## src/rtl/linear_probe_hash_table_macros.svh

```systemverilog
// Assertion macros used by the top level of the hash table.
`ifndef LINEAR_PROBE_HASH_TABLE_MACROS_SVH
`define LINEAR_PROBE_HASH_TABLE_MACROS_SVH
// Implication checked on every clock edge outside reset.
`define LPHT_ASSERT_IMP(label, ante, cons, msg) \
  label: assert property (@(posedge clk) disable iff (!rst_n) (ante) |-> (cons)) \
    else $error(msg);
// Next-cycle implication checked outside reset.
`define LPHT_ASSERT_NXT(label, ante, cons, msg) \
  label: assert property (@(posedge clk) disable iff (!rst_n) (ante) |=> (cons)) \
    else $error(msg);
`endif

```

## src/rtl/lpht_pkg.sv

```systemverilog
// Package with types and constants, including the hash multiplier, for the hash table.
package lpht_pkg;
  localparam int TableDepth  = 1024;
  localparam int IdxW        = $clog2(TableDepth);
  localparam int CntW        = IdxW + 1;
  localparam int PayloadBits = 32;
  localparam logic [31:0] HashMult = 32'd2654435761;

  typedef enum logic [1:0] {
    MODE_INSERT = 2'd0,
    MODE_LOOKUP = 2'd1,
    MODE_CLEAR  = 2'd2,
    MODE_NOP    = 2'd3
  } mode_t;

  typedef enum logic [1:0] {
    ST_OK   = 2'd0,
    ST_MISS = 2'd1,
    ST_ZERO = 2'd2,
    ST_FULL = 2'd3
  } status_t;

  typedef enum logic [2:0] {
    S_INIT, S_IDLE, S_HASH, S_MOD, S_READ, S_CHECK, S_CLEAR, S_DONE
  } state_t;

  // Commands from controller to datapath.
  typedef struct packed {
    logic capture;    // latch the word and start hash multiply
    logic mod_start;  // load remainder unit
    logic mod_step;   // one restoring step
    logic load_slot;  // slot <= remainder
    logic rd;         // issue memory read at slot
    logic wr;         // write key and payload at slot
    logic adv;        // next slot, one more probe
    logic clr_start;  // begin clearing sweep
    logic clr_wr;     // clear one slot and advance
    logic hit;        // record lookup hit
    logic set_status;
    status_t status;
  } cmd_t;

  // Status from datapath to controller.
  typedef struct packed {
    mode_t mode;
    logic  key_zero;
    logic  full;       // insert would leave no empty slot
    logic  empty_tbl;
    logic  mod_done;
    logic  slot_empty;
    logic  slot_match;
    logic  probes_done; // all slots in use visited
    logic  clr_done;
  } stat_t;
endpackage

```

## src/rtl/lpht_ctrl.sv

```systemverilog
// Controller state machine of the hash table.
module lpht_ctrl import lpht_pkg::*; (
  input  logic   clk,
  input  logic   rst_n,
  input  logic   in_fire,
  input  logic   out_busy,
  input  stat_t  st,
  output cmd_t   cmd,
  output state_t state
);
  state_t state_r, state_nxt;
  assign state = state_r;

  // State register; reset starts the sweep that empties every slot.
  always_ff @(posedge clk) begin
    if (!rst_n) state_r <= S_INIT;
    else        state_r <= state_nxt;
  end

  // Next state and commands.
  always_comb begin
    state_nxt = state_r;
    cmd = '0;
    cmd.status = ST_OK;
    case (state_r)
      S_INIT: begin
        cmd.clr_wr = 1'b1;
        if (st.clr_done) state_nxt = S_IDLE;
      end
      S_IDLE: begin
        if (in_fire) begin
          cmd.capture = 1'b1;
          state_nxt = S_HASH;
        end
      end
      S_HASH: begin
        if (st.mode == MODE_CLEAR) begin
          cmd.clr_start = 1'b1;
          state_nxt = S_CLEAR;
        end else if (st.mode == MODE_NOP) begin
          cmd.set_status = 1'b1;
          state_nxt = S_DONE;
        end else if (st.key_zero) begin
          cmd.set_status = 1'b1;
          cmd.status = ST_ZERO;
          state_nxt = S_DONE;
        end else if (st.mode == MODE_INSERT && st.full) begin
          cmd.set_status = 1'b1;
          cmd.status = ST_FULL;
          state_nxt = S_DONE;
        end else if (st.mode == MODE_LOOKUP && st.empty_tbl) begin
          cmd.set_status = 1'b1;
          cmd.status = ST_MISS;
          state_nxt = S_DONE;
        end else begin
          cmd.mod_start = 1'b1;
          state_nxt = S_MOD;
        end
      end
      S_MOD: begin
        if (st.mod_done) begin
          cmd.load_slot = 1'b1;
          state_nxt = S_READ;
        end else begin
          cmd.mod_step = 1'b1;
        end
      end
      S_READ: begin
        cmd.rd = 1'b1;
        state_nxt = S_CHECK;
      end
      S_CHECK: begin
        if (st.mode == MODE_INSERT) begin
          if (st.slot_empty) begin
            cmd.wr = 1'b1;
            cmd.set_status = 1'b1;
            state_nxt = S_DONE;
          end else if (st.probes_done) begin
            cmd.set_status = 1'b1;
            cmd.status = ST_FULL;
            state_nxt = S_DONE;
          end else begin
            cmd.adv = 1'b1;
            state_nxt = S_READ;
          end
        end else begin
          if (st.slot_match) begin
            cmd.hit = 1'b1;
            cmd.set_status = 1'b1;
            state_nxt = S_DONE;
          end else if (st.slot_empty || st.probes_done) begin
            cmd.set_status = 1'b1;
            cmd.status = ST_MISS;
            state_nxt = S_DONE;
          end else begin
            cmd.adv = 1'b1;
            state_nxt = S_READ;
          end
        end
      end
      S_CLEAR: begin
        cmd.clr_wr = 1'b1;
        if (st.clr_done) begin
          cmd.set_status = 1'b1;
          state_nxt = S_DONE;
        end
      end
      S_DONE: begin
        if (!out_busy) state_nxt = S_IDLE;
      end
      default: state_nxt = S_IDLE;
    endcase
  end
endmodule

```

## config.mk

```make
export PLATFORM = sky130hd
export DESIGN_NAME = lpht_ctrl
export DESIGN_NICKNAME = d
export VERILOG_FILES = /design/src/rtl/linear_probe_hash_table_macros.svh /design/src/rtl/lpht_pkg.sv /design/src/rtl/lpht_ctrl.sv
export SDC_FILE = /design/constraint.sdc
export NUM_CORES = 1
export LEC_CHECK = 0
export BUFFER_PORTS_ARGS = -buffer_cell sky130_fd_sc_hd__buf_4
export CORE_AREA = 8 8 45 47
export CTS_CLUSTER_DIAMETER = 30
export DETAILED_ROUTE_END_ITERATION = 8
export DIE_AREA = 0 0 53 55
export GPL_ROUTABILITY_DRIVEN = 0
export PLACE_DENSITY = 0.67
export SLEW_MARGIN = 40
export SYNTH_ARGS = -nofsm -noshare
export SYNTH_HDL_FRONTEND = slang
export SYNTH_SLANG_ARGS = --single-unit
export TNS_END_PERCENT = 30
```

## constraint.sdc

```tcl
create_clock -name clk -period 2.3 [get_ports clk]
set_input_delay 0.345 -clock clk [delete_from_list [all_inputs] [get_ports clk]]
set_output_delay 0.345 -clock clk [all_outputs]
set_load 0.02 [all_outputs]
```

-- Yosys cells after proc, flatten, opt, wreduce, memory -nomap -nowiden
Cells that the tools add are included.
- logic and storage cells: 81
- flip-flop bits (word level): 3
- input port bits: 14
- multiplexer cells: 58
- equal/unequal tests: 15
- reductions and logical operators: 7
- operators with widths (operator ; number):
    2-to-1 mux 3 bit ; 20
    2-to-1 mux 1 bit ; 28
    case mux 3 bit (8 select lines) ; 1
    2-to-1 mux 2 bit ; 7
    == test 3 bit (second input constant) ; 4
    inequality test 2 bit (second input constant) ; 5
    == test 3 x 2 -> 1 bit (second input constant) ; 2
    AND reduction 5 bit ; 1
    == test 2 bit (second input constant) ; 2
    case mux 2 bit (2 select lines) ; 1
    == test 3 x 1 -> 1 bit (second input constant) ; 1
    zero test 3 bit ; 1
    case mux 1 bit (3 select lines) ; 1
    == test 2 x 1 -> 1 bit (second input constant) ; 1
    logical AND 1 bit ; 2
    zero test 2 bit ; 1
    OR reduction 2 bit ; 1
    logical OR 1 bit ; 1

-- Depth between registers and ports, before layout
Gate-level depths: netlist (run 1).
- depth after elaboration: 8
- gate-level depth with buffers: 5

-- Worst setup path after synthesis (run 1)
No wires, ideal clock.
- kind: flip-flop to output port
- start: reg state_r[0] (netlist: state[0])
- end: out cmd[12] (netlist name)
- path slack: 0.505 ns
- cell stages (with the launch flop): 4
- data arrival time: 1.450 ns
- path buffers: 1
- path through: dfxtp_1 buf_6 inv_1 nor4b_1
- RTL lines (what ; line ; text):
    start: declaration ; lpht_ctrl.sv:11 ; state_t state_r, state_nxt;
    start signal: assignment ; lpht_ctrl.sv:17 ; else state_r <= state_nxt;
    end: declaration ; lpht_ctrl.sv:8 ; output cmd_t cmd,

==> qor.csv, run 1 <==
stage,metric,value,unit
status,status,completed,
clock_tree,Clock transition at path regs,40,ps
global_routing,total gr overflow,0,
floorplan,Initial Util,31.5,%
clock_tree,# clock sinks,3,
synthesis,synthesized flop and latch total,3,
worst_setup_path,Crit Path Category,reg -> out,
global_routing,first-pass GRT wire length,2220,um
worst_setup_path,worst path bufs/invs,1,
cells_and_area,"commonest non-fill, non-tap cells in the layout","buf_4, nor2_1, nand2_1",
floorplan,CORE AREA,0.00138,sq mm
global_routing,number of global-route vias before repair,513,
clock_tree,H-Tree Depth,1,
sta,crit path time final,1930,ps
route,Routed Antenna Nets,0,
synthesis,leading area contributor after synthesis,dfxtp_1,
clock_tree,post_cts resized,0,
clock_tree,Num CTS Buffers,3,
clock_tree,Post-CTS Hold Fix Bufs,0,
worst_setup_path,critical path's top delay family,flip-flops,
clock_tree,clk_lat worst skew,240,ps
cells_and_area,Non-Filler Instances,110,
sta,final clock skew,7.45,ps
global_routing,pin count of the biggest net entering global routing,12,
cells_and_area,"Net count, final",109,
floorplan,Die X,53,um
synthesis,"Warnings, synthesis",0,
synthesis,post-synth top area share,13.8,%
route,routed wire length,1420,um
synthesis,Post-Syn Area,435,sq um
route,iteration count of the initial detailed-routing pass,4,
sta,RSZ-0062 raised after global routing,false,
hold_path,worst hold path type,in -> reg,
sta,final hold violation count,0,
cells_and_area,number of flip-flops under the largest register name,3,
synthesis,Post-synth EDFFs,0,
cells_and_area,Antenna Cells,0,
route,Vias,563,
place,HPWL after DPL,1170,um
floorplan,Ports,30,
sta,period utilization,84.0,%
floorplan,Cell Rows,14,
sta,# setup viols final,0,
worst_setup_path,crit path max-delay cell type,dfxtp_1,
worst_setup_path,crit-path cells,"and2b_2, nand2b_1, nor4_1, a31o_2, buf_4",
global_routing,antenna violations before repair,0,
worst_setup_path,CP peak stage delay,510,ps
sta,Worst Tran Pin Value,328,ps
worst_setup_path,nature of the critical path startpoint,flop,
cells_and_area,"most common cell after layout, fill and taps aside",buf_4,
power,Pwr Density,895,mW/mm^2
sta,Slew Limit Fails,0,
cells_and_area,layout cells sized above 1,41.5,%
worst_setup_path,CP max FO,11,
sta,Final WS setup,369,ps
worst_setup_path,Worst Path Required,1960,ps
synthesis,"Seq/Total Area, Yosys",13.8,%
synthesis,syn_nets,77,
sta,Max Freq,0.518,GHz
sta,relative slew slack,78.0,%
place,post-place setup slack,609,ps
floorplan,Chip Height,55,um
worst_setup_path,Critical Path AT,1590,ps
cells_and_area,P&R area growth vs syn,56.9,%
route,Post-route DRC,0,
power,peak supply drop,0.398,mV
clock_tree,Post-CTS Setup Repair Bufs,0,
synthesis,synthesized instance count,63,
global_routing,All-Layer GR Usage,9.87,%
route,DRT iter0 DRCs,14,
place,port bufs,29,
place,dpl cells,106,
route,WL/cell,12.9,um
sta,Fin Setup TNS,0,ps
synthesis,prevailing post-synth register cell,dfxtp_1,
synthesis,Synth area leaders,"dfxtp_1, nor2_1, a2111oi_4, nand2_1, inv_1",
synthesis,"Avg Cell Area, Syn",6.91,sq um
clock_tree,CTS root buf,clkbuf_4,
power,Leak,0.335,nW
route,Vias/cell,5.12,
clock_tree,Clock Path Buffers,2,
run,Max Cap Viol,0,
synthesis,fraction of registers with async set/reset,0,%
synthesis,Synth cell types,31,
clock_tree,CTS tree,built,
worst_setup_path,CP Capture Type,primary output,
floorplan,Die ar.,0.00292,sq mm
## cell type report
type	count	area, sq um
tap	16	20.0
inverter	5	18.8
fill	136	701
sequential	3	60.1
multi-input combinational	51	325
timing repair buffer	31	233
clock buffer	4	26.3
## through the flow
step / cell area [sq um] / hold slack, ps / total power, mW / util [%]
floorplan: 435 / 509 / 0.391 / -
global placement: 657 / 642 / 0.518 / 47.5
detailed placement: 657 / 654 / 0.520 / 47.5
CTS: 683 / 402 / 0.618 / 49.4
global route: 683 / 415 / 0.663 / 49.4
finish: 683 / 407 / 0.611 / 49.4
## path summary, 6_finish.rpt
| path | to | slack, ps | startpoint | cells past startpoint |
|---|---|---|---|---|
| min reg2reg | state[1] | 690 | state[0] | 2 |
| max | cmd[0] | 370 | state[0] | 5 |
| max reg2reg | state[0] | 940 | state[0] | 4 |
| min | state[0] | 410 | rst_n | 3 |
## Yosys cell counts (3+ instances only)
library cell,instances
a21oi_1,3
inv_1,5
dfxtp_1,3
nor2_1,11
nand2_1,7
## cells by family (layout without fill, tap and decap cells)
family | Yosys count | count (layout) | synth area share [%]
muxes | 1 | 1 | 2.30
DFF | 3 | 3 | 13.8
xor gates and xnor gates | 1 | 1 | 2.01
AOI/OAI and AO/OA | 15 | 15 | 30.5
and+or+nand+nor | 34 | 34 | 39.9
buffers and inverters | 9 | 40 | 11.5
## power breakdown
part,switching [mW],internal [mW]
logic,0.226,0.186
clock network,0.0291,0.0651
registers,0.0344,0.0710
total,0.290,0.322
## routing by layer
metal  GRT usage, %  wire length (um)  vias up
met5              0                 0        -
met4           3.88                 0        0
met3           3.21                76        0
met2           17.4               760       14
met1           10.7               582      255
li1               -                 -      294
## worst register-to-register path, cell delays in order (launching register included)
cell and delay, ps:
dfxtp_1 510, nand2_1 160, nor3_1 290, a311oi_1 100
a221oi_2 210
No activity file was read; power rests on OpenSTA's default activity.
==> inputs of run 2 (changes only) <==
--- a/config.mk
+++ b/config.mk
@@ -11,7 +11,7 @@
 export DETAILED_ROUTE_END_ITERATION = 8
 export DIE_AREA = 0 0 53 55
 export GPL_ROUTABILITY_DRIVEN = 0
-export PLACE_DENSITY = 0.67
+export PLACE_DENSITY = 0.69
 export SLEW_MARGIN = 40
 export SYNTH_ARGS = -nofsm -noshare
 export SYNTH_HDL_FRONTEND = slang
==> constraint.sdc (replaced) <==
create_clock -name clk -period 1.7 [get_ports clk]
set_input_delay 0.255 -clock clk [delete_from_list [all_inputs] [get_ports clk]]
set_output_delay 0.255 -clock clk [all_outputs]
set_load 0.02 [all_outputs]
==> run 2 against run 1 <==
Clock skew fell by 7.3 ps. Power rose by 48%. Global-route usage is 1.0 points higher. Critical endpoint unchanged. Final area grew 9.2%. Worst hold slack got worse by 77 ps. Combinational power up 60%. Wire length rose by 7.3%. Core utilization grew 4.5 points.
==> qor.csv, run 2 (synthesis results as in run 1) <==
stage,metric,value,unit,change
cells_and_area,final instance area,746,sq um,was 683 sq um
power,peak supply drop,0.551,mV,was 0.398 mV
cells_and_area,layout cells sized above 1,50.0,%,was 41.5%
sta,Final Hold Slack,329,ps,was 407 ps
cells_and_area,"Net count, final",113,,was 109
sta,Worst Tran Pin Value,325,ps,was 328 ps
cells_and_area,"commonest non-fill, non-tap cells in the layout","buf_4, nor2_1, nand2_1",,unchanged
clock_tree,Clock Path Buffers,2,,unchanged
route,Vias,577,,was 563
place,HPWL after DPL,1240,um,was 1170 um
floorplan,Chip Height,55,um,unchanged
worst_setup_path,FF-to-FF setup slack,370,ps,was 940 ps
cells_and_area,P&R area growth vs syn,71.3,%,was 56.9%
power,Total Power,906,uW,was 611 uW
worst_setup_path,nature of the critical path startpoint,flop,,unchanged
route,Post-route DRC,0,,unchanged
sta,final clock skew,0.180,ps,was 7.45 ps
clock_tree,# clock sinks,3,,unchanged
cells_and_area,# fillers,125,,was 136
sta,crit path time final,1640,ps,
route,DRT iter0 DRCs,12,,was 14
power,Pwr Density,1220,mW/mm^2,was 895 mW/mm^2
clock_tree,CTS tree,built,,unchanged
global_routing,antenna violations before repair,0,,unchanged
cells_and_area,Non-Filler Instances,114,,was 110
global_routing,number of global-route vias before repair,589,,was 513
route,Routed Antenna Nets,0,,unchanged
floorplan,Initial Util,31.5,%,unchanged
sta,Max Freq,0.610,GHz,
route,iteration count of the initial detailed-routing pass,4,,unchanged
floorplan,Die ar.,0.00292,sq mm,unchanged
floorplan,Ports,30,,unchanged
cells_and_area,number of flip-flops under the largest register name,3,,unchanged
global_routing,All-Layer GR Usage,10.9,%,was 9.87%
place,Area after DPL,686,sq um,was 657 sq um
clock_tree,CTS root buf,clkbuf_4,,unchanged
route,Vias/cell,5.06,,was 5.12
clock_tree,Post-CTS Hold Fix Bufs,0,,unchanged
clock_tree,Clock transition at path regs,40,ps,about the same
worst_setup_path,Worst Path Required,1440,ps,was 1960 ps
hold_path,worst hold path type,in -> reg,,unchanged
global_routing,total gr overflow,0,,unchanged
floorplan,Die X,53,um,unchanged
power,Leak,0.359,nW,was 0.335 nW
worst_setup_path,CP Capture Type,primary output,,unchanged
clock_tree,clk_lat worst skew,230,ps,was 240 ps
worst_setup_path,crit-path cells,"and2b_2, nand2b_4, nor4_4, a31o_2, buf_4",,"was and2b_2, nand2b_1, nor4_1, a31o_2, buf_4"
worst_setup_path,CP peak stage delay,350,ps,was 510 ps
status,status,completed,,unchanged
worst_setup_path,Crit Path Category,reg -> out,,unchanged
global_routing,pin count of the biggest net entering global routing,11,,was 12
worst_setup_path,cells on worst reg2reg path,5,,was 4
run,Max Cap Viol,0,,unchanged
worst_setup_path,crit path max-delay cell type,dfxtp_2,,was dfxtp_1
cells_and_area,Antenna Cells,0,,unchanged
sta,# setup viols final,0,,unchanged
global_routing,first-pass GRT wire length,2500,um,was 2220 um
sta,relative slew slack,77.7,%,was 78.0%
floorplan,Cell Rows,14,,unchanged
route,routed wire length,1520,um,was 1420 um
worst_setup_path,CP max FO,5,,was 11
worst_setup_path,Critical Path AT,1390,ps,was 1590 ps
hold_path,hold depth,3,,unchanged
cells_and_area,"most common cell after layout, fill and taps aside",buf_4,,unchanged
place,dpl cells,109,,was 106
sta,RSZ-0062 raised after global routing,true,,was false
sta,Slew Limit Fails,0,,unchanged
route,WL/cell,13.3,um,was 12.9 um
sta,final hold violation count,0,,unchanged
sta,period utilization,96.5,%,
floorplan,CORE AREA,0.00138,sq mm,unchanged
place,port bufs,29,,unchanged
clock_tree,H-Tree Depth,1,,unchanged
clock_tree,Num CTS Buffers,3,,unchanged
## run 2: through the flow
stage                     util (%)  setup TNS, ps  worst slack (ps)
after floorplan                  -              0              13.5
after global placement        49.5              0               127
after detailed placement      49.5              0               157
after CTS                     52.0              0              21.8
after global routing          53.9          -6.71             -6.71
final                         53.9              0              59.9
## run 2: cell type report
| cell class | instances | area [sq um] | area share (%) |
|---|---|---|---|
| multi-input combinational | 51 | 357 | 47.8 |
| sequential | 3 | 61.3 | 8.22 |
| timing repair buffer | 35 | 263 | 35.2 |
| inverter | 5 | 18.8 | 2.52 |
| clock buffer | 4 | 26.3 | 3.52 |
| tap | 16 | 20.0 | 2.68 |
## run 2: critical path, delay by kind of cell, from the launching register on
kind,cells,cell delay [ps]
buffers and inverters,1,130
and+or+nand+nor,3,540
AOI/OAI and AO/OA,1,130
DFF,1,350
## run 2: worst paths after layout
| path | start | endpoint |
|---|---|---|
| worst max register to register | state[0] | state[0] |
| worst min register to register | state[1] | state[0] |
| worst min-delay path | rst_n | state[0] |
| worst max-delay path | state[1] | cmd[0] |
## run 2: layer usage
metal	track usage, %	share of wire [%]	up-vias
li1	-	-	298
met1	12.9	43	265
met2	18.8	51	12
met3	1.87	4.3	2
met4	5.17	1.4	0
met5	0	0	-
## run 2: timing repair
item / CTS / global route
buffers inserted: 0 / 1
pin swaps: 0 / 1
resized for setup: 2 / 5
setup endpoints to repair: 1 / 3
## run 2: power breakdown
group	switching (mW)	internal (mW)	leakage (nW)
sequential	0.0235	0.0981	0.0252
clock	0.0377	0.0880	0.0150
combinational	0.359	0.300	0.319
total	0.420	0.486	0.359
==> inputs of run 3 (changes only) <==
--- a/config.mk
+++ b/config.mk
@@ -5,13 +5,13 @@
 export SDC_FILE = /design/constraint.sdc
 export NUM_CORES = 1
 export LEC_CHECK = 0
-export BUFFER_PORTS_ARGS = -buffer_cell sky130_fd_sc_hd__buf_4
 export CORE_AREA = 8 8 45 47
 export CTS_CLUSTER_DIAMETER = 30
 export DETAILED_ROUTE_END_ITERATION = 8
 export DIE_AREA = 0 0 53 55
+export DONT_BUFFER_PORTS = 1
 export GPL_ROUTABILITY_DRIVEN = 0
-export PLACE_DENSITY = 0.69
+export PLACE_DENSITY = 0.49
 export SLEW_MARGIN = 40
 export SYNTH_ARGS = -nofsm -noshare
 export SYNTH_HDL_FRONTEND = slang
==> run 3 against run 2 <==
Die area did not move. Non-clock buffer count down 21. Register-to-register slack about the same. Sequential share of layout area grew 2.2 points. Setup slack improved by 19 ps. Sequential cell count is the same. Largest power group unchanged.
==> qor.csv, run 3 (synthesis results as in run 1) <==
stage,metric,value,unit,change
status,status,completed,,unchanged
floorplan,Initial Util,31.5,%,unchanged
place,Area after DPL,536,sq um,was 686 sq um
clock_tree,clk_lat worst skew,230,ps,about the same
worst_setup_path,CP max FO,4,,was 5
worst_setup_path,RR Endpoint,state[0],,unchanged
route,Routed Antenna Nets,0,,unchanged
worst_setup_path,R2R Path Start,state[0],,unchanged
route,DRT iter0 DRCs,8,,was 12
floorplan,Ports,30,,unchanged
power,P_int,406,uW,was 486 uW
cells_and_area,"commonest non-fill, non-tap cells in the layout","buf_4, nor2_1, nand2_1",,unchanged
clock_tree,post_cts resized,0,,was 2
global_routing,antenna violations before repair,0,,unchanged
cells_and_area,# fillers,144,,was 125
global_routing,number of global-route vias before repair,510,,was 589
route,routed wire length,1330,um,was 1520 um
floorplan,Die X,53,um,unchanged
worst_setup_path,crit-path cells,"buf_4, nand3b_1, inv_2, nand3_1, a21oi_1, buf_4",,"was and2b_2, nand2b_4, nor4_4, a31o_2, buf_4"
clock_tree,Post-CTS Hold Fix Bufs,0,,unchanged
floorplan,CORE AREA,0.00138,sq mm,unchanged
power,Switching Share,48.7,%,was 46.3%
route,Vias,504,,was 577
clock_tree,Post-CTS Setup Repair Bufs,0,,unchanged
place,dpl cells,89,,was 109
route,Vias/cell,5.42,,was 5.06
clock_tree,Clock transition at path regs,40,ps,about the same
cells_and_area,layout cells sized above 1,33.8,%,was 50.0%
power,P_sw,385,uW,was 420 uW
clock_tree,# clock sinks,3,,unchanged
power,peak supply drop,0.679,mV,was 0.551 mV
place,port bufs,0,,was 29
worst_setup_path,CP Capture Type,primary output,,unchanged
power,Pwr Density,1370,mW/mm^2,was 1220 mW/mm^2
sta,final hold violation count,0,,unchanged
route,Post-route DRC,0,,unchanged
sta,Max Freq,0.617,GHz,was 0.610 GHz
worst_setup_path,Crit Path Category,reg -> out,,unchanged
sta,final clock skew,2.39,ps,was 0.180 ps
route,WL/cell,14.3,um,was 13.3 um
cells_and_area,Antenna Cells,0,,unchanged
worst_setup_path,Worst Setup SP,state[1],,unchanged
worst_setup_path,crit-path most repeated cell,buf_4,,
sta,Slew Limit Fails,0,,unchanged
floorplan,Cell Rows,14,,unchanged
sta,Final Hold Slack,203,ps,was 329 ps
run,Max Cap Viol,0,,unchanged
clock_tree,Clock Path Buffers,2,,unchanged
hold_path,worst hold path type,in -> reg,,unchanged
route,iteration count of the initial detailed-routing pass,4,,unchanged
floorplan,Die ar.,0.00292,sq mm,unchanged
worst_setup_path,crit path max-delay cell type,dfxtp_1,,was dfxtp_2
clock_tree,Num CTS Buffers,3,,unchanged
sta,relative slew slack,78.3,%,was 77.7%
sta,Worst Tran Pin Value,322,ps,was 325 ps
cells_and_area,P&R area growth vs syn,32.5,%,was 71.3%
global_routing,total gr overflow,0,,unchanged
global_routing,pin count of the biggest net entering global routing,13,,was 11
cells_and_area,final instance area,577,sq um,was 746 sq um
power,Reg power frac,15.0,%,was 13.4%
sta,crit path time final,1620,ps,was 1640 ps
power,clock power share,15.7,%,was 13.9%
floorplan,Chip Height,55,um,unchanged
clock_tree,CTS tree,built,,unchanged
clock_tree,H-Tree Depth,1,,unchanged
power,Comb pwr share,69.3,%,was 72.7%
global_routing,first-pass GRT wire length,2090,um,was 2500 um
cells_and_area,Non-Filler Instances,93,,was 114
sta,# setup viols final,0,,unchanged
cells_and_area,number of flip-flops under the largest register name,3,,unchanged
worst_setup_path,FF-to-FF setup slack,380,ps,was 370 ps
worst_setup_path,nature of the critical path startpoint,flop,,unchanged
worst_setup_path,Worst Path Required,1440,ps,about the same
worst_setup_path,crit path capture,cmd[1],,was cmd[0]
worst_setup_path,CP peak stage delay,310,ps,was 350 ps
clock_tree,CTS root buf,clkbuf_4,,unchanged
sta,period utilization,95.4,%,was 96.5%
cells_and_area,"Net count, final",92,,was 113
worst_setup_path,cells on worst reg2reg path,5,,unchanged
worst_setup_path,Critical Path AT,1370,ps,was 1390 ps
sta,RSZ-0062 raised after global routing,true,,unchanged
place,HPWL after DPL,1100,um,was 1240 um
global_routing,All-Layer GR Usage,9.17,%,was 10.9%
power,Leak,0.254,nW,was 0.359 nW
cells_and_area,"most common cell after layout, fill and taps aside",buf_4,,unchanged
## run 3: cell types whose count changed in the layout (fill, tap and decap cells not counted), sizes merged
cell | previous run | this run
buf | 35 | 14
## run 3: cell type report
cell class	instances	area, sq um	share of cell area [%]
Tap cell	16	20.0	3.47
Multi-Input combinational cell	51	343	59.4
Clock buffer	4	26.3	4.56
Inverter	5	18.8	3.25
Sequential cell	3	60.1	10.4
Timing Repair Buffer	14	109	18.9
## run 3: worst min-delay path by stage
| stage | cells after the start | from | end | slack [ps] |
|---|---|---|---|---|
| 2_1_floorplan | 2 | rst_n | state[0] | 420 |
| 5_1_grt | 2 | rst_n | state[0] | 210 |
| 6_report | 2 | st[0] | state[0] | 200 |
| 3_5_place_dp | 2 | st[0] | state[0] | 440 |
| 3_3_place_gp | 2 | st[0] | state[0] | 440 |
| 4_1_cts | 2 | st[0] | state[0] | 200 |
## run 3: power groups by stage
stage          Sequential, mW  Clock (mW)  Combinational [mW]
2_1_floorplan           0.142           0               0.394
3_3_place_gp            0.117           0               0.540
3_5_place_dp            0.118           0               0.541
4_1_cts                 0.117       0.127               0.542
5_1_grt                 0.121       0.131               0.592
6_report                0.119       0.124               0.548
## run 3: worst max-delay path, delay by kind of cell (launching register included)
| family | cells | cell delay [ps] |
|---|---|---|
| buf+inv | 3 | 420 |
| flops | 1 | 310 |
| simple gates | 2 | 270 |
| compound gates | 1 | 120 |
## run 3: through the flow
step / TNS (ps) / utilization [%] / power [mW] / worst slack (ps)
2_1_floorplan: 0 / - / 0.535 / 13.5
3_3_place_gp: 0 / 38.7 / 0.657 / 291
3_5_place_dp: 0 / 38.7 / 0.658 / 296
4_1_cts: 0 / 40.6 / 0.786 / 41.3
5_1_grt: -16.5 / 41.7 / 0.844 / -16.5
6_report: 0 / 41.7 / 0.791 / 78.9
## run 3: metal layers
metal,share of wire [%],vias up,track usage [%]
met1,41,229,10.6
met3,7.5,0,2.67
met4,0,0,4.31
li1,-,255,-
met5,0,-,0
met2,51,20,15.2
